$ cat src/rtl/core/adrc_pkg.sv
// Package for the audio dynamic range compressor.
// Holds the configuration, command and status types, the state and opcode enums,
// and the constant functions that build the log2 and exp2 tables. No dependencies.
`default_nettype none

package adrc_pkg;

  // Register indexes on the configuration port.
  typedef enum logic [2:0] {
    REG_THRESHOLD = 3'd0,
    REG_EXPONENT  = 3'd1,
    REG_ATTACK    = 3'd2,
    REG_RELEASE   = 3'd3,
    REG_MAKEUP    = 3'd4
  } reg_idx_e;

  localparam logic [14:0] THRESHOLD_RESET = 15'd32767;
  localparam logic [15:0] MAKEUP_RESET    = 16'd4096;
  localparam logic [16:0] UNITY_GAIN      = 17'h10000;
  localparam logic [49:0] ROUND_BIAS      = 50'd32768;
  localparam logic [27:0] ROUND_HALF      = 28'h8000000;
  localparam logic [4:0]  MSB_START       = 5'd31;
  localparam logic [2:0]  NORM_LAST_STEP  = 3'd4;

  typedef struct packed {
    logic [14:0] threshold_level;
    logic [15:0] compress_exponent;
    logic [15:0] attack_coefficient;
    logic [15:0] release_coefficient;
    logic [15:0] post_gain;
  } cfg_t;

  // Micro-operations that the controller issues to the datapath.
  typedef enum logic [4:0] {
    OP_NONE,
    OP_LOAD,
    OP_ENV_M1,
    OP_ENV_M2,
    OP_ENV_W,
    OP_NORM_LD,
    OP_NORM_STEP,
    OP_LG_M1,
    OP_LG_T,
    OP_LG_M2,
    OP_LG_W,
    OP_D_M,
    OP_E_W,
    OP_EX_M1,
    OP_EX_T,
    OP_EX_M2,
    OP_EX_W,
    OP_UNITY,
    OP_G_M1,
    OP_G_M2,
    OP_G_W,
    OP_O_M1,
    OP_O_M2,
    OP_EMIT
  } op_e;

  typedef enum logic [4:0] {
    S_IDLE,
    S_ENV_M1,
    S_ENV_M2,
    S_ENV_W,
    S_CHK,
    S_NORM_LD,
    S_NORM,
    S_LG_M1,
    S_LG_T,
    S_LG_M2,
    S_LG_W,
    S_D_M,
    S_E_W,
    S_EX_M1,
    S_EX_T,
    S_EX_M2,
    S_EX_W,
    S_UNITY,
    S_G_M1,
    S_G_M2,
    S_G_W,
    S_O_M1,
    S_O_M2,
    S_OUT
  } state_e;

  typedef struct packed {
    op_e        op;
    logic       pass;  // 0: envelope log, 1: threshold log
    logic [2:0] step;  // normalizer step
  } cmd_t;

  typedef struct packed {
    logic bypass;
    logic above_thr;
    logic direct;
    logic out_busy;
  } status_t;

  // Bitwise square-and-compare log2 fraction of a Q1.16 mantissa.
  function automatic logic [15:0] bit_log2_frac(input logic [16:0] m);
    logic [35:0] y;
    logic [15:0] r;
    y = {19'd0, m};
    r = '0;
    for (int b = 15; b >= 0; b--) begin
      y = (y * y) >> 16;
      if (y >= 36'd131072) begin
        y = y >> 1;
        r[b] = 1'b1;
      end
    end
    return r;
  endfunction

  // Largest mantissa whose log2 fraction does not exceed t.
  function automatic logic [17:0] exp_entry(input logic [15:0] t);
    int unsigned lo;
    int unsigned hi;
    int unsigned mid;
    lo = 65536;
    hi = 131071;
    while (lo < hi) begin
      mid = (lo + hi + 1) >> 1;
      if (bit_log2_frac(mid[16:0]) <= t) begin
        lo = mid;
      end else begin
        hi = mid - 1;
      end
    end
    return lo[17:0];
  endfunction

endpackage

`default_nettype wire

$ cat src/rtl/core/audio_dynamic_range_compressor.sv
// Top level of the audio dynamic range compressor.
// Instantiates adrc_regs, adrc_ctrl and adrc_dp; uses adrc_pkg types.
//
//   Channel   Direction  Signals                       Payload
//   s_axis    in         tvalid tready tdata tuser     sample_in, frame_start
//   m_axis    out        tvalid tready tdata           sample_out
//   apb       in/out     psel penable pwrite paddr ... register file, 5 registers
//
// The path from acceptance to output valid differs for bypass, below threshold, above
// it and the interpolated exp2 path; it is set by the one shared multiplier and the
// 5-step normalizer run for both envelope and threshold. The next sample is accepted
// once the result is registered.
// Reset sets registers to their defaults, the envelope to zero and the gain to unity.
// A stalled output holds the controller in its final state.
`default_nettype none

module audio_dynamic_range_compressor #(
  parameter int unsigned LOG_TABLE_ENTRIES = 64,
  parameter int unsigned EXP_TABLE_ENTRIES = 64
) (
  input  wire logic        clk_i,
  input  wire logic        rst_ni,
  input  wire logic        s_axis_tvalid,
  output logic             s_axis_tready,
  input  wire logic [15:0] s_axis_tdata,   // [15:0] sample_in
  input  wire logic        s_axis_tuser,   // [0] frame_start
  output logic             m_axis_tvalid,
  input  wire logic        m_axis_tready,
  output logic      [15:0] m_axis_tdata,   // [15:0] sample_out
  input  wire logic        psel,
  input  wire logic        penable,
  input  wire logic        pwrite,
  input  wire logic [4:0]  paddr,
  input  wire logic [31:0] pwdata,
  output logic      [31:0] prdata,
  output logic             pready
);

  adrc_pkg::cfg_t    cfg;
  adrc_pkg::cmd_t    cmd;
  adrc_pkg::status_t status;

  // Configuration registers.
  adrc_regs u_regs (
    .clk_i   (clk_i),
    .rst_ni  (rst_ni),
    .psel    (psel),
    .penable (penable),
    .pwrite  (pwrite),
    .paddr   (paddr),
    .pwdata  (pwdata),
    .prdata  (prdata),
    .pready  (pready),
    .cfg_o   (cfg)
  );

  // Sequencer.
  adrc_ctrl u_ctrl (
    .clk_i      (clk_i),
    .rst_ni     (rst_ni),
    .in_valid_i (s_axis_tvalid),
    .in_ready_o (s_axis_tready),
    .status_i   (status),
    .cmd_o      (cmd)
  );

  // Arithmetic and state.
  adrc_dp #(
    .LOG_TABLE_ENTRIES (LOG_TABLE_ENTRIES),
    .EXP_TABLE_ENTRIES (EXP_TABLE_ENTRIES)
  ) u_dp (
    .clk_i       (clk_i),
    .rst_ni      (rst_ni),
    .cfg_i       (cfg),
    .cmd_i       (cmd),
    .status_o    (status),
    .sample_i    (s_axis_tdata),
    .frame_i     (s_axis_tuser),
    .out_valid_o (m_axis_tvalid),
    .out_ready_i (m_axis_tready),
    .out_data_o  (m_axis_tdata)
  );

  // One sample in flight: acceptance drops ready on the next cycle.
  a_single_item : assert property (@(posedge clk_i) disable iff (!rst_ni)
    s_axis_tvalid && s_axis_tready |=> !s_axis_tready)
    else $error("input accepted while a sample is in flight");

  // A result is written only into a free output register.
  a_emit_free : assert property (@(posedge clk_i) disable iff (!rst_ni)
    cmd.op == adrc_pkg::OP_EMIT |-> (!m_axis_tvalid || m_axis_tready))
    else $error("result overwrote a pending output transaction");

  // Samples are loaded only on an input transaction.
  a_load_on_accept : assert property (@(posedge clk_i) disable iff (!rst_ni)
    cmd.op == adrc_pkg::OP_LOAD |-> s_axis_tvalid && s_axis_tready)
    else $error("sample loaded without an input transaction");

  // A result transaction appears in the cycle after the emit command.
  a_emit_valid : assert property (@(posedge clk_i) disable iff (!rst_ni)
    cmd.op == adrc_pkg::OP_EMIT |=> m_axis_tvalid)
    else $error("emit did not raise output valid");

endmodule

`default_nettype wire

$ cat src/rtl/core/adrc_regs.sv
// Configuration register file with an APB-style write and read port.
// Depends on adrc_pkg for the register indexes and the cfg_t type.
`default_nettype none

module adrc_regs (
  input  wire logic          clk_i,
  input  wire logic          rst_ni,
  input  wire logic          psel,
  input  wire logic          penable,
  input  wire logic          pwrite,
  input  wire logic [4:0]    paddr,
  input  wire logic [31:0]   pwdata,
  output logic      [31:0]   prdata,
  output logic               pready,
  output adrc_pkg::cfg_t     cfg_o
);

  adrc_pkg::cfg_t cfg_q, cfg_d;
  logic           wr_en;
  logic [2:0]     idx;

  assign pready = 1'b1;
  assign wr_en  = psel && penable && pwrite;
  assign idx    = paddr[4:2];

  // Register writes; indexes beyond the list are ignored.
  always_comb begin
    cfg_d = cfg_q;
    if (wr_en) begin
      case (idx)
        adrc_pkg::REG_THRESHOLD: cfg_d.threshold_level     = pwdata[14:0];
        adrc_pkg::REG_EXPONENT:  cfg_d.compress_exponent   = pwdata[15:0];
        adrc_pkg::REG_ATTACK:    cfg_d.attack_coefficient  = pwdata[15:0];
        adrc_pkg::REG_RELEASE:   cfg_d.release_coefficient = pwdata[15:0];
        adrc_pkg::REG_MAKEUP:    cfg_d.post_gain           = pwdata[15:0];
        default: ;
      endcase
    end
  end

  always_ff @(posedge clk_i or negedge rst_ni) begin
    if (!rst_ni) begin
      cfg_q.threshold_level     <= adrc_pkg::THRESHOLD_RESET;
      cfg_q.compress_exponent   <= '0;
      cfg_q.attack_coefficient  <= '0;
      cfg_q.release_coefficient <= '0;
      cfg_q.post_gain           <= adrc_pkg::MAKEUP_RESET;
    end else begin
      cfg_q <= cfg_d;
    end
  end

  // Read mux.
  always_comb begin
    case (idx)
      adrc_pkg::REG_THRESHOLD: prdata = {17'd0, cfg_q.threshold_level};
      adrc_pkg::REG_EXPONENT:  prdata = {16'd0, cfg_q.compress_exponent};
      adrc_pkg::REG_ATTACK:    prdata = {16'd0, cfg_q.attack_coefficient};
      adrc_pkg::REG_RELEASE:   prdata = {16'd0, cfg_q.release_coefficient};
      adrc_pkg::REG_MAKEUP:    prdata = {16'd0, cfg_q.post_gain};
      default:                 prdata = '0;
    endcase
  end

  assign cfg_o = cfg_q;

endmodule

`default_nettype wire

$ cat src/rtl/core/adrc_ctrl.sv
// Controller state machine that sequences the compressor micro-operations.
// Depends on adrc_pkg for the state enum and the command and status structs.
`default_nettype none

module adrc_ctrl (
  input  wire logic             clk_i,
  input  wire logic             rst_ni,
  input  wire logic             in_valid_i,
  output logic                  in_ready_o,
  input  adrc_pkg::status_t     status_i,
  output adrc_pkg::cmd_t        cmd_o
);

  adrc_pkg::state_e state_q, state_d;
  logic             pass_q, pass_d;
  logic [2:0]       step_q, step_d;

  assign in_ready_o = (state_q == adrc_pkg::S_IDLE);

  // Next state.
  always_comb begin
    state_d = state_q;
    pass_d  = pass_q;
    step_d  = step_q;
    case (state_q)
      adrc_pkg::S_IDLE: begin
        if (in_valid_i) begin
          state_d = status_i.bypass ? adrc_pkg::S_O_M1 : adrc_pkg::S_ENV_M1;
        end
      end
      adrc_pkg::S_ENV_M1: state_d = adrc_pkg::S_ENV_M2;
      adrc_pkg::S_ENV_M2: state_d = adrc_pkg::S_ENV_W;
      adrc_pkg::S_ENV_W:  state_d = adrc_pkg::S_CHK;
      adrc_pkg::S_CHK: begin
        pass_d  = 1'b0;
        state_d = status_i.above_thr ? adrc_pkg::S_NORM_LD : adrc_pkg::S_UNITY;
      end
      adrc_pkg::S_NORM_LD: begin
        step_d  = '0;
        state_d = adrc_pkg::S_NORM;
      end
      adrc_pkg::S_NORM: begin
        step_d = step_q + 3'd1;
        if (step_q == adrc_pkg::NORM_LAST_STEP) begin
          state_d = adrc_pkg::S_LG_M1;
        end
      end
      adrc_pkg::S_LG_M1: state_d = adrc_pkg::S_LG_T;
      adrc_pkg::S_LG_T:  state_d = adrc_pkg::S_LG_M2;
      adrc_pkg::S_LG_M2: state_d = adrc_pkg::S_LG_W;
      adrc_pkg::S_LG_W: begin
        if (!pass_q) begin
          pass_d  = 1'b1;
          state_d = adrc_pkg::S_NORM_LD;
        end else begin
          state_d = adrc_pkg::S_D_M;
        end
      end
      adrc_pkg::S_D_M: state_d = adrc_pkg::S_E_W;
      adrc_pkg::S_E_W: begin
        state_d = status_i.direct ? adrc_pkg::S_G_M1 : adrc_pkg::S_EX_M1;
      end
      adrc_pkg::S_EX_M1: state_d = adrc_pkg::S_EX_T;
      adrc_pkg::S_EX_T:  state_d = adrc_pkg::S_EX_M2;
      adrc_pkg::S_EX_M2: state_d = adrc_pkg::S_EX_W;
      adrc_pkg::S_EX_W:  state_d = adrc_pkg::S_G_M1;
      adrc_pkg::S_UNITY: state_d = adrc_pkg::S_G_M1;
      adrc_pkg::S_G_M1:  state_d = adrc_pkg::S_G_M2;
      adrc_pkg::S_G_M2:  state_d = adrc_pkg::S_G_W;
      adrc_pkg::S_G_W:   state_d = adrc_pkg::S_O_M1;
      adrc_pkg::S_O_M1:  state_d = adrc_pkg::S_O_M2;
      adrc_pkg::S_O_M2:  state_d = adrc_pkg::S_OUT;
      adrc_pkg::S_OUT: begin
        if (!status_i.out_busy) begin
          state_d = adrc_pkg::S_IDLE;
        end
      end
      default: state_d = adrc_pkg::S_IDLE;
    endcase
  end

  // Command outputs.
  always_comb begin
    cmd_o.pass = pass_q;
    cmd_o.step = step_q;
    case (state_q)
      adrc_pkg::S_IDLE:    cmd_o.op = in_valid_i ? adrc_pkg::OP_LOAD : adrc_pkg::OP_NONE;
      adrc_pkg::S_ENV_M1:  cmd_o.op = adrc_pkg::OP_ENV_M1;
      adrc_pkg::S_ENV_M2:  cmd_o.op = adrc_pkg::OP_ENV_M2;
      adrc_pkg::S_ENV_W:   cmd_o.op = adrc_pkg::OP_ENV_W;
      adrc_pkg::S_NORM_LD: cmd_o.op = adrc_pkg::OP_NORM_LD;
      adrc_pkg::S_NORM:    cmd_o.op = adrc_pkg::OP_NORM_STEP;
      adrc_pkg::S_LG_M1:   cmd_o.op = adrc_pkg::OP_LG_M1;
      adrc_pkg::S_LG_T:    cmd_o.op = adrc_pkg::OP_LG_T;
      adrc_pkg::S_LG_M2:   cmd_o.op = adrc_pkg::OP_LG_M2;
      adrc_pkg::S_LG_W:    cmd_o.op = adrc_pkg::OP_LG_W;
      adrc_pkg::S_D_M:     cmd_o.op = adrc_pkg::OP_D_M;
      adrc_pkg::S_E_W:     cmd_o.op = adrc_pkg::OP_E_W;
      adrc_pkg::S_EX_M1:   cmd_o.op = adrc_pkg::OP_EX_M1;
      adrc_pkg::S_EX_T:    cmd_o.op = adrc_pkg::OP_EX_T;
      adrc_pkg::S_EX_M2:   cmd_o.op = adrc_pkg::OP_EX_M2;
      adrc_pkg::S_EX_W:    cmd_o.op = adrc_pkg::OP_EX_W;
      adrc_pkg::S_UNITY:   cmd_o.op = adrc_pkg::OP_UNITY;
      adrc_pkg::S_G_M1:    cmd_o.op = adrc_pkg::OP_G_M1;
      adrc_pkg::S_G_M2:    cmd_o.op = adrc_pkg::OP_G_M2;
      adrc_pkg::S_G_W:     cmd_o.op = adrc_pkg::OP_G_W;
      adrc_pkg::S_O_M1:    cmd_o.op = adrc_pkg::OP_O_M1;
      adrc_pkg::S_O_M2:    cmd_o.op = adrc_pkg::OP_O_M2;
      adrc_pkg::S_OUT:     cmd_o.op = status_i.out_busy ? adrc_pkg::OP_NONE : adrc_pkg::OP_EMIT;
      default:             cmd_o.op = adrc_pkg::OP_NONE;
    endcase
  end

  always_ff @(posedge clk_i or negedge rst_ni) begin
    if (!rst_ni) begin
      state_q <= adrc_pkg::S_IDLE;
      pass_q  <= 1'b0;
      step_q  <= '0;
    end else begin
      state_q <= state_d;
      pass_q  <= pass_d;
      step_q  <= step_d;
    end
  end

endmodule

`default_nettype wire

$ cat src/rtl/core/adrc_dp.sv
// Datapath of the compressor: state registers, one shared multiplier, normalizer,
// constant log2/exp2 tables and the output register. Depends on adrc_pkg.
`default_nettype none

module adrc_dp #(
  parameter int unsigned LOG_TABLE_ENTRIES = 64,
  parameter int unsigned EXP_TABLE_ENTRIES = 64
) (
  input  wire logic             clk_i,
  input  wire logic             rst_ni,
  input  adrc_pkg::cfg_t        cfg_i,
  input  adrc_pkg::cmd_t        cmd_i,
  output adrc_pkg::status_t     status_o,
  input  wire logic [15:0]      sample_i,
  input  wire logic             frame_i,
  output logic                  out_valid_o,
  input  wire logic             out_ready_i,
  output logic      [15:0]      out_data_o
);

  localparam int unsigned LogIw = $clog2(LOG_TABLE_ENTRIES + 1);
  localparam int unsigned ExpIw = $clog2(EXP_TABLE_ENTRIES + 1);
  localparam logic [LogIw-1:0] LogLast = LogIw'(LOG_TABLE_ENTRIES);
  localparam logic [ExpIw-1:0] ExpLast = ExpIw'(EXP_TABLE_ENTRIES);

  // Constant tables, built at elaboration.
  logic [17:0] log_tab [LOG_TABLE_ENTRIES+1];
  logic [17:0] exp_tab [EXP_TABLE_ENTRIES+1];

  for (genvar g = 0; g <= LOG_TABLE_ENTRIES; g++) begin : g_log
    localparam int unsigned Frac = (g * 65536) / LOG_TABLE_ENTRIES;
    if (g == LOG_TABLE_ENTRIES) begin : g_last
      assign log_tab[g] = 18'd65536;
    end else begin : g_mid
      assign log_tab[g] = {2'b00, adrc_pkg::bit_log2_frac(17'(65536 + Frac))};
    end
  end

  for (genvar g = 0; g <= EXP_TABLE_ENTRIES; g++) begin : g_exp
    localparam int unsigned Frac = (g * 65536) / EXP_TABLE_ENTRIES;
    if (g == EXP_TABLE_ENTRIES) begin : g_last
      assign exp_tab[g] = 18'd131072;
    end else begin : g_mid
      assign exp_tab[g] = adrc_pkg::exp_entry(16'(Frac));
    end
  end

  // State and working registers.
  logic [31:0] env_q;
  logic [16:0] gain_q;
  logic [16:0] abs_q;
  logic        neg_q;
  logic        rise_q;
  logic [49:0] prod_q;
  logic [49:0] acc_q;
  logic [31:0] v_q;
  logic [4:0]  p_q;
  logic [15:0] fr_q;
  logic [17:0] t0_q, t1_q;
  logic [21:0] log_e_q, log_t_q;
  logic [4:0]  ip_q;
  logic [15:0] f_q;
  logic [16:0] target_q;
  logic [15:0] out_q;
  logic        out_valid_q;

  logic        bypass;
  logic [31:0] ax;
  logic [16:0] abs_in;
  logic [32:0] mul_a;
  logic [16:0] mul_b;
  logic        mul_en;
  logic [15:0] env_pole, g_pole;
  logic [17:0] diff;
  logic [49:0] sum;
  logic [5:0]  sh;
  logic        top_zero;
  logic [21:0] logv;
  logic signed [22:0] dd;
  logic [21:0] d;
  logic        ip_big;
  logic [17:0] ex_sum;
  logic [LogIw-1:0] lidx, lidx1;
  logic [ExpIw-1:0] eidx, eidx1;
  logic [20:0] rq;
  logic [21:0] rq1;
  logic        rup;
  logic [15:0] sat;

  assign bypass   = (cfg_i.threshold_level == '0) || (cfg_i.compress_exponent == '0);
  assign ax       = {abs_q[15:0], 16'd0} | {abs_q[16], 31'd0};
  assign abs_in   = sample_i[15] ? 17'(-$signed({sample_i[15], sample_i})) : {1'b0, sample_i};
  assign env_pole = rise_q ? cfg_i.attack_coefficient : cfg_i.release_coefficient;
  // Target and gain hold through both gain products, so the pole is chosen directly.
  assign g_pole   = (target_q < gain_q) ? cfg_i.attack_coefficient
                                        : cfg_i.release_coefficient;
  assign diff     = (t1_q >= t0_q) ? (t1_q - t0_q) : '0;
  assign sum      = acc_q + prod_q;
  assign ip_big   = prod_q[49:32] > 18'd16;

  // Status to the controller.
  assign status_o.bypass    = bypass;
  assign status_o.above_thr = env_q > {1'b0, cfg_i.threshold_level, 16'd0};
  assign status_o.direct    = ip_big || (prod_q[31:16] == '0);
  assign status_o.out_busy  = out_valid_q && !out_ready_i;

  // Operand selection for the shared multiplier.
  always_comb begin
    mul_a  = '0;
    mul_b  = '0;
    mul_en = 1'b1;
    case (cmd_i.op)
      adrc_pkg::OP_ENV_M1: begin
        mul_a = {1'b0, env_q};
        mul_b = {1'b0, env_pole};
      end
      adrc_pkg::OP_ENV_M2: begin
        mul_a = {1'b0, ax};
        mul_b = adrc_pkg::UNITY_GAIN - {1'b0, env_pole};
      end
      adrc_pkg::OP_LG_M1: begin
        mul_a = {17'd0, v_q[30:15]};
        mul_b = 17'(LOG_TABLE_ENTRIES);
      end
      adrc_pkg::OP_LG_M2, adrc_pkg::OP_EX_M2: begin
        mul_a = {15'd0, diff};
        mul_b = {1'b0, fr_q};
      end
      adrc_pkg::OP_D_M: begin
        mul_a = {11'd0, d};
        mul_b = {1'b0, cfg_i.compress_exponent};
      end
      adrc_pkg::OP_EX_M1: begin
        mul_a = {16'd0, adrc_pkg::UNITY_GAIN - {1'b0, f_q}};
        mul_b = 17'(EXP_TABLE_ENTRIES);
      end
      adrc_pkg::OP_G_M1: begin
        mul_a = {16'd0, gain_q};
        mul_b = {1'b0, g_pole};
      end
      adrc_pkg::OP_G_M2: begin
        mul_a = {16'd0, target_q};
        mul_b = adrc_pkg::UNITY_GAIN - {1'b0, g_pole};
      end
      adrc_pkg::OP_O_M1: begin
        mul_a = {16'd0, abs_q};
        mul_b = bypass ? adrc_pkg::UNITY_GAIN : gain_q;
      end
      adrc_pkg::OP_O_M2: begin
        mul_a = prod_q[32:0];
        mul_b = {1'b0, cfg_i.post_gain};
      end
      default: mul_en = 1'b0;
    endcase
  end

  // Normalizer step, log sum, exponent difference and table indexes.
  always_comb begin
    sh       = 6'd16 >> cmd_i.step;
    top_zero = (v_q >> (6'd32 - sh)) == '0;
    logv     = {1'b0, p_q, 16'd0} + {4'd0, t0_q} + {4'd0, prod_q[33:16]};
    dd       = $signed({1'b0, log_e_q}) - $signed({1'b0, log_t_q});
    d        = dd[22] ? '0 : dd[21:0];
    ex_sum   = t0_q + prod_q[33:16];
    lidx     = prod_q[16 +: LogIw];
    lidx1    = (lidx >= LogLast) ? LogLast : lidx + LogIw'(1);
    eidx     = prod_q[16 +: ExpIw];
    eidx1    = (eidx >= ExpLast) ? ExpLast : eidx + ExpIw'(1);
  end

  // Round to nearest even and saturate the Q28 product magnitude.
  always_comb begin
    rq  = prod_q[48:28];
    rup = (prod_q[27:0] > adrc_pkg::ROUND_HALF) ||
          ((prod_q[27:0] == adrc_pkg::ROUND_HALF) && rq[0]);
    rq1 = {1'b0, rq} + {21'd0, rup};
    if (neg_q) begin
      sat = (rq1 > 22'd32768) ? 16'h8000 : 16'(-$signed(rq1));
    end else begin
      sat = (rq1 > 22'd32767) ? 16'h7fff : rq1[15:0];
    end
  end

  // Persistent state: envelope, gain and output valid.
  always_ff @(posedge clk_i or negedge rst_ni) begin
    if (!rst_ni) begin
      env_q       <= '0;
      gain_q      <= adrc_pkg::UNITY_GAIN;
      out_valid_q <= 1'b0;
    end else begin
      if (cmd_i.op == adrc_pkg::OP_LOAD && frame_i) begin
        env_q  <= '0;
        gain_q <= adrc_pkg::UNITY_GAIN;
      end
      if (cmd_i.op == adrc_pkg::OP_ENV_W) begin
        env_q <= sum[47:16];
      end
      if (cmd_i.op == adrc_pkg::OP_G_W) begin
        gain_q <= sum[32:16];
      end
      if (cmd_i.op == adrc_pkg::OP_EMIT) begin
        out_valid_q <= 1'b1;
      end else if (out_ready_i) begin
        out_valid_q <= 1'b0;
      end
    end
  end

  // Working registers of the datapath.
  always_ff @(posedge clk_i) begin
    if (mul_en) begin
      prod_q <= mul_a * mul_b;
    end
    case (cmd_i.op)
      adrc_pkg::OP_LOAD: begin
        abs_q  <= abs_in;
        neg_q  <= sample_i[15];
        rise_q <= {abs_in[15:0], 16'd0} > (frame_i ? 32'd0 : env_q) || abs_in[16];
      end
      adrc_pkg::OP_ENV_M2, adrc_pkg::OP_G_M2: acc_q <= prod_q + adrc_pkg::ROUND_BIAS;
      adrc_pkg::OP_NORM_LD: begin
        v_q <= cmd_i.pass ? {1'b0, cfg_i.threshold_level, 16'd0} : env_q;
        p_q <= adrc_pkg::MSB_START;
      end
      adrc_pkg::OP_NORM_STEP: begin
        if (top_zero) begin
          v_q <= v_q << sh;
          p_q <= p_q - sh[4:0];
        end
      end
      adrc_pkg::OP_LG_T: begin
        fr_q <= prod_q[15:0];
        t0_q <= log_tab[lidx];
        t1_q <= log_tab[lidx1];
      end
      adrc_pkg::OP_EX_T: begin
        fr_q <= prod_q[15:0];
        t0_q <= exp_tab[eidx];
        t1_q <= exp_tab[eidx1];
      end
      adrc_pkg::OP_LG_W: begin
        if (cmd_i.pass) begin
          log_t_q <= logv;
        end else begin
          log_e_q <= logv;
        end
      end
      adrc_pkg::OP_E_W: begin
        ip_q <= prod_q[36:32];
        f_q  <= prod_q[31:16];
        if (ip_big) begin
          target_q <= '0;
        end else if (prod_q[31:16] == '0) begin
          target_q <= adrc_pkg::UNITY_GAIN >> prod_q[36:32];
        end
      end
      adrc_pkg::OP_EX_W:  target_q <= 17'(ex_sum >> (ip_q + 5'd1));
      adrc_pkg::OP_UNITY: target_q <= adrc_pkg::UNITY_GAIN;
      adrc_pkg::OP_EMIT:  out_q <= sat;
      default: ;
    endcase
  end

  assign out_valid_o = out_valid_q;
  assign out_data_o  = out_q;

endmodule

`default_nettype wire
$ cat config.mk
export PLATFORM = sky130hd
export DESIGN_NAME = audio_dynamic_range_compressor
export DESIGN_NICKNAME = d
export VERILOG_FILES = /design/src/rtl/core/adrc_pkg.sv /design/src/rtl/core/audio_dynamic_range_compressor.sv /design/src/rtl/core/adrc_regs.sv /design/src/rtl/core/adrc_ctrl.sv /design/src/rtl/core/adrc_dp.sv
export SDC_FILE = /design/constraint.sdc
export NUM_CORES = 2
export LEC_CHECK = 0
export ABC_AREA = 1
export ABC_CLOCK_PERIOD_IN_PS = 8400
export BUFFER_PORTS_ARGS = -buffer_cell sky130_fd_sc_hd__buf_2
export CAP_MARGIN = 30
export CORE_ASPECT_RATIO = 0.7
export CORE_MARGIN = 8
export CORE_UTILIZATION = 41
export DETAILED_ROUTE_END_ITERATION = 8
export PLACE_DENSITY = 0.67
export SYNTH_ARGS = -nofsm -noshare
export SYNTH_HDL_FRONTEND = slang
export SYNTH_SLANG_ARGS = --single-unit
$ cat constraint.sdc
create_clock -name clk_i -period 8.4 [get_ports clk_i]
set_input_delay 0.84 -clock clk_i [delete_from_list [all_inputs] [get_ports clk_i]]
set_output_delay 0.84 -clock clk_i [all_outputs]
set_load 0.03 [all_outputs]
==> impl_metrics.ini <==
[synth]
synth_compound_area_share_pct = 16.1
syn_inst = 7405
synth_top_family_by_area = adder cells
syn_area_sq_mm = 0.0553
synth.area.mux_share_pct = 0.127
synth_top_area_share_pct = 17.6
yosys_warnings = 0
ys.flop_type = edfxtp_1
yosysSeqAreaShare_pct = 22.8
synth_area_leader_cell = fa_1
synth-adder-area-share_pct = 25.3
synth_area_leaders = fa_1 18%, edfxtp_1 17%, nand2_1 11%
async_flop_share_pct = 31.2
synthXorXnorAreaFrac_pct = 2.60
synth_edf_count = 304
syn_area_per_cell_sq_um = 7.46
synth-simple-area-share_pct = 21.4
synth.ff_latch_count = 442
ys_types = 81

[setup_path]
critPathBufInv = 10
cp_slowest_cell = fa_1
reg2reg_slack_ns = -0.04
cp_top_family = adder cells
cp_max_fo = 11
end_kind = flop
crit_type = flop to flop
cp.arrival_ns = 8.79
startpoint = u_dp.gain_q[16]
cp_num_cells = 40
cpMostUsedCell = fa_1
startpoint_type = flop
crit_end = u_dp.prod_q[47]
slowest_delay_ns = 0.57
required_ns = 8.75
worst_r2r_path_depth = 40
reg2reg_from = u_dp.gain_q[16]
r2r-end = u_dp.prod_q[47]

[global_route]
grt_pass1_wl_microns = 349000
grt-ovfl-total = 0
antenna_found_initial = 11
grt_max_degree = 65
grt_usage_pct = 31.5
grt_pass1_vias = 52700

[status]
violations = setup timing
outcome = complete, but fails checks

[routing]
first_iter_violations = 8433
wire_per_inst_microns = 24.3
totalWireLength_microns = 240000
ant_nets = 0
route.vias.total = 57000
drc = 0
drtPass1Iterations = 6
vias_per_cell = 5.78

[clock_network]
clockBufferDepth = 3
cts_buffers = 47
clkTransAtPathRegs_ns = 0.07
h-tree-depth = 2
cts_tree = yes
cts-hold-fix-buffers = 0
clockRootBuffer = clkbuf_16
insertion_delay_ns = 0.67
clock_sinks = 442

[cells_and_area]
drive_gt1_share_pct = 17.4
nets = 8953
most-common-layout-cells = 1533 x nand2_1, 1286 x inv_1, 713 x buf_4
syn_to_final_growth_pct = 20.4
fin_area_sq_mm = 0.0665
final_common_cell = nand2_1

[placed_design]
placed_cell_area_sq_mm = 0.0627
hpwlAfterDp_microns = 195000
port_buffers = 76
gp_congestion = 1.05
dp_slack_ns = -0.437

[timing]
max_clock_freq_mhz = 119
fin_worst_skew_ns = 0.0397
worst_pin_slew_ns = 1.33
fin_crit_ns = 8.44
setup_viol = 2
rsz0062_at_grt = yes
fin_ws_ns = -0.0352
drv_slew = 0
slew_headroom_pct = 10.3
finalHoldViolCount = 0
fin_crit_sh_pct = 100
whs_ns = 0.206

[power]
clockPowerShare_pct = 8.2
p_sw_share_pct = 56.4
p_int_mw = 12.1
p_sw_mw = 15.7
p_comb_share_pct = 76.9
seq_power_share_pct = 14.9
ir_drop_mv = 0.314
leakagePower_nw = 31.6
power.density_mw_per_mm2 = 418

[min_path]
min_path_type = input port to asynchronous set/reset pin

[floorplanning]
start_util_pct = 41.4
die_h_microns = 323
row_count = 112
pin_count = 112
core_sq_mm = 0.134
die_area_sq_mm = 0.147
die_w_microns = 455

[run]
max-cap-violations = 0
per-stage QoR:
step	std cells	util [%]	setup TNS (ns)	total power, mW
6_report	9874	49.8	-0.0573	27.8
3_3_place_gp	9728	46.9	-3.92	23.3
5_1_grt	9872	49.8	-3.66	29.4
4_1_cts	9832	48.6	0	26.1
3_5_place_dp	9731	46.9	-5.03	23.4
2_1_floorplan	7422	-	0	15.1
power by group through the flow:
stage	Combinational (mW)	Clock (mW)	Sequential, mW
2_1_floorplan	11.3	0	3.83
3_3_place_gp	19.2	0	4.09
3_5_place_dp	19.3	0	4.10
4_1_cts	19.7	2.27	4.07
5_1_grt	22.9	2.36	4.14
6_report	21.4	2.27	4.13
sequential cells by signal, summed over array words and instances (netlist names), 18 cells and up:
signal / count
u_dp.log_t_q: 22
u_dp.env_q: 32
u_dp.t0_q: 18
u_dp.t1_q: 18
u_dp.v_q: 32
u_dp.log_e_q: 22
u_dp.prod_q: 50
u_dp.acc_q: 48
u_regs.cfg_o: 79
cell usage after synthesis, types with 86 or more instances:
cell and instances:
nand3_1 338, edfxtp_1 304, ha_1 341, o21ai_0 627, nor2_1 600, inv_1 1309
buf_2 86, clkbuf_1 146, xor2_1 123, nand2_1 1585, fa_1 485, dfrtp_1 121
a21oi_1 393
worst min-delay path by stage:
stage | from | end | depth (start not counted)
finish | rst_ni | u_ctrl.state_q[0] | 1
CTS | rst_ni | u_ctrl.state_q[0] | 1
floorplan | u_dp.prod_q[36] | u_dp.ip_q[4] | 0
detailed placement | u_regs.cfg_o[15] | u_regs.cfg_o[15] | 2
global placement | u_regs.cfg_o[8] | u_regs.cfg_o[8] | 2
global route | rst_ni | u_ctrl.state_q[0] | 1
layout make-up:
| type | instances | area [sq um] |
|---|---|---|
| well taps | 1767 | 2210 |
| inverters | 1349 | 5090 |
| flip-flops and latches | 442 | 12600 |
| repair inverters | 1 | 7.51 |
| fillers | 13100 | 67000 |
| multi-input cells | 5341 | 37800 |
| clock buffers | 58 | 1280 |
| repair buffers | 884 | 7220 |
| diodes | 2 | 5.00 |
| clock inverters | 30 | 322 |
per-layer routing:
metal  GRT usage [%]  vias to the layer above  share of wire [%]
li1                -                    25400                  -
met1            50.2                    27700                 46
met2            40.7                     3549                 37
met3            10.4                      294                 15
met4            5.37                       14                1.9
met5           0.423                        -              0.073
what timing repair did:
item,CTS,global route
setup endpoints to repair,19,33
setup buffers,10,33
pin swaps,37,101
resized for setup,114,303
endpoints found under the hold margin,0,0
cloned,4,1
kinds of logic (layout without fill, tap and decap cells):
family                   count (synthesis)  count (layout)
AND/OR/NAND/NOR                       2815            2817
buffers and inverters                 1641            2322
AO/OA/AOI/OAI                         1508            1508
adder cells (fa/ha/maj)                826             826
flip-flops                             442             442
XOR/XNOR                               164             164
multiplexers                             7               7
other                                    2              21
(Power assumes the default switching activity.)
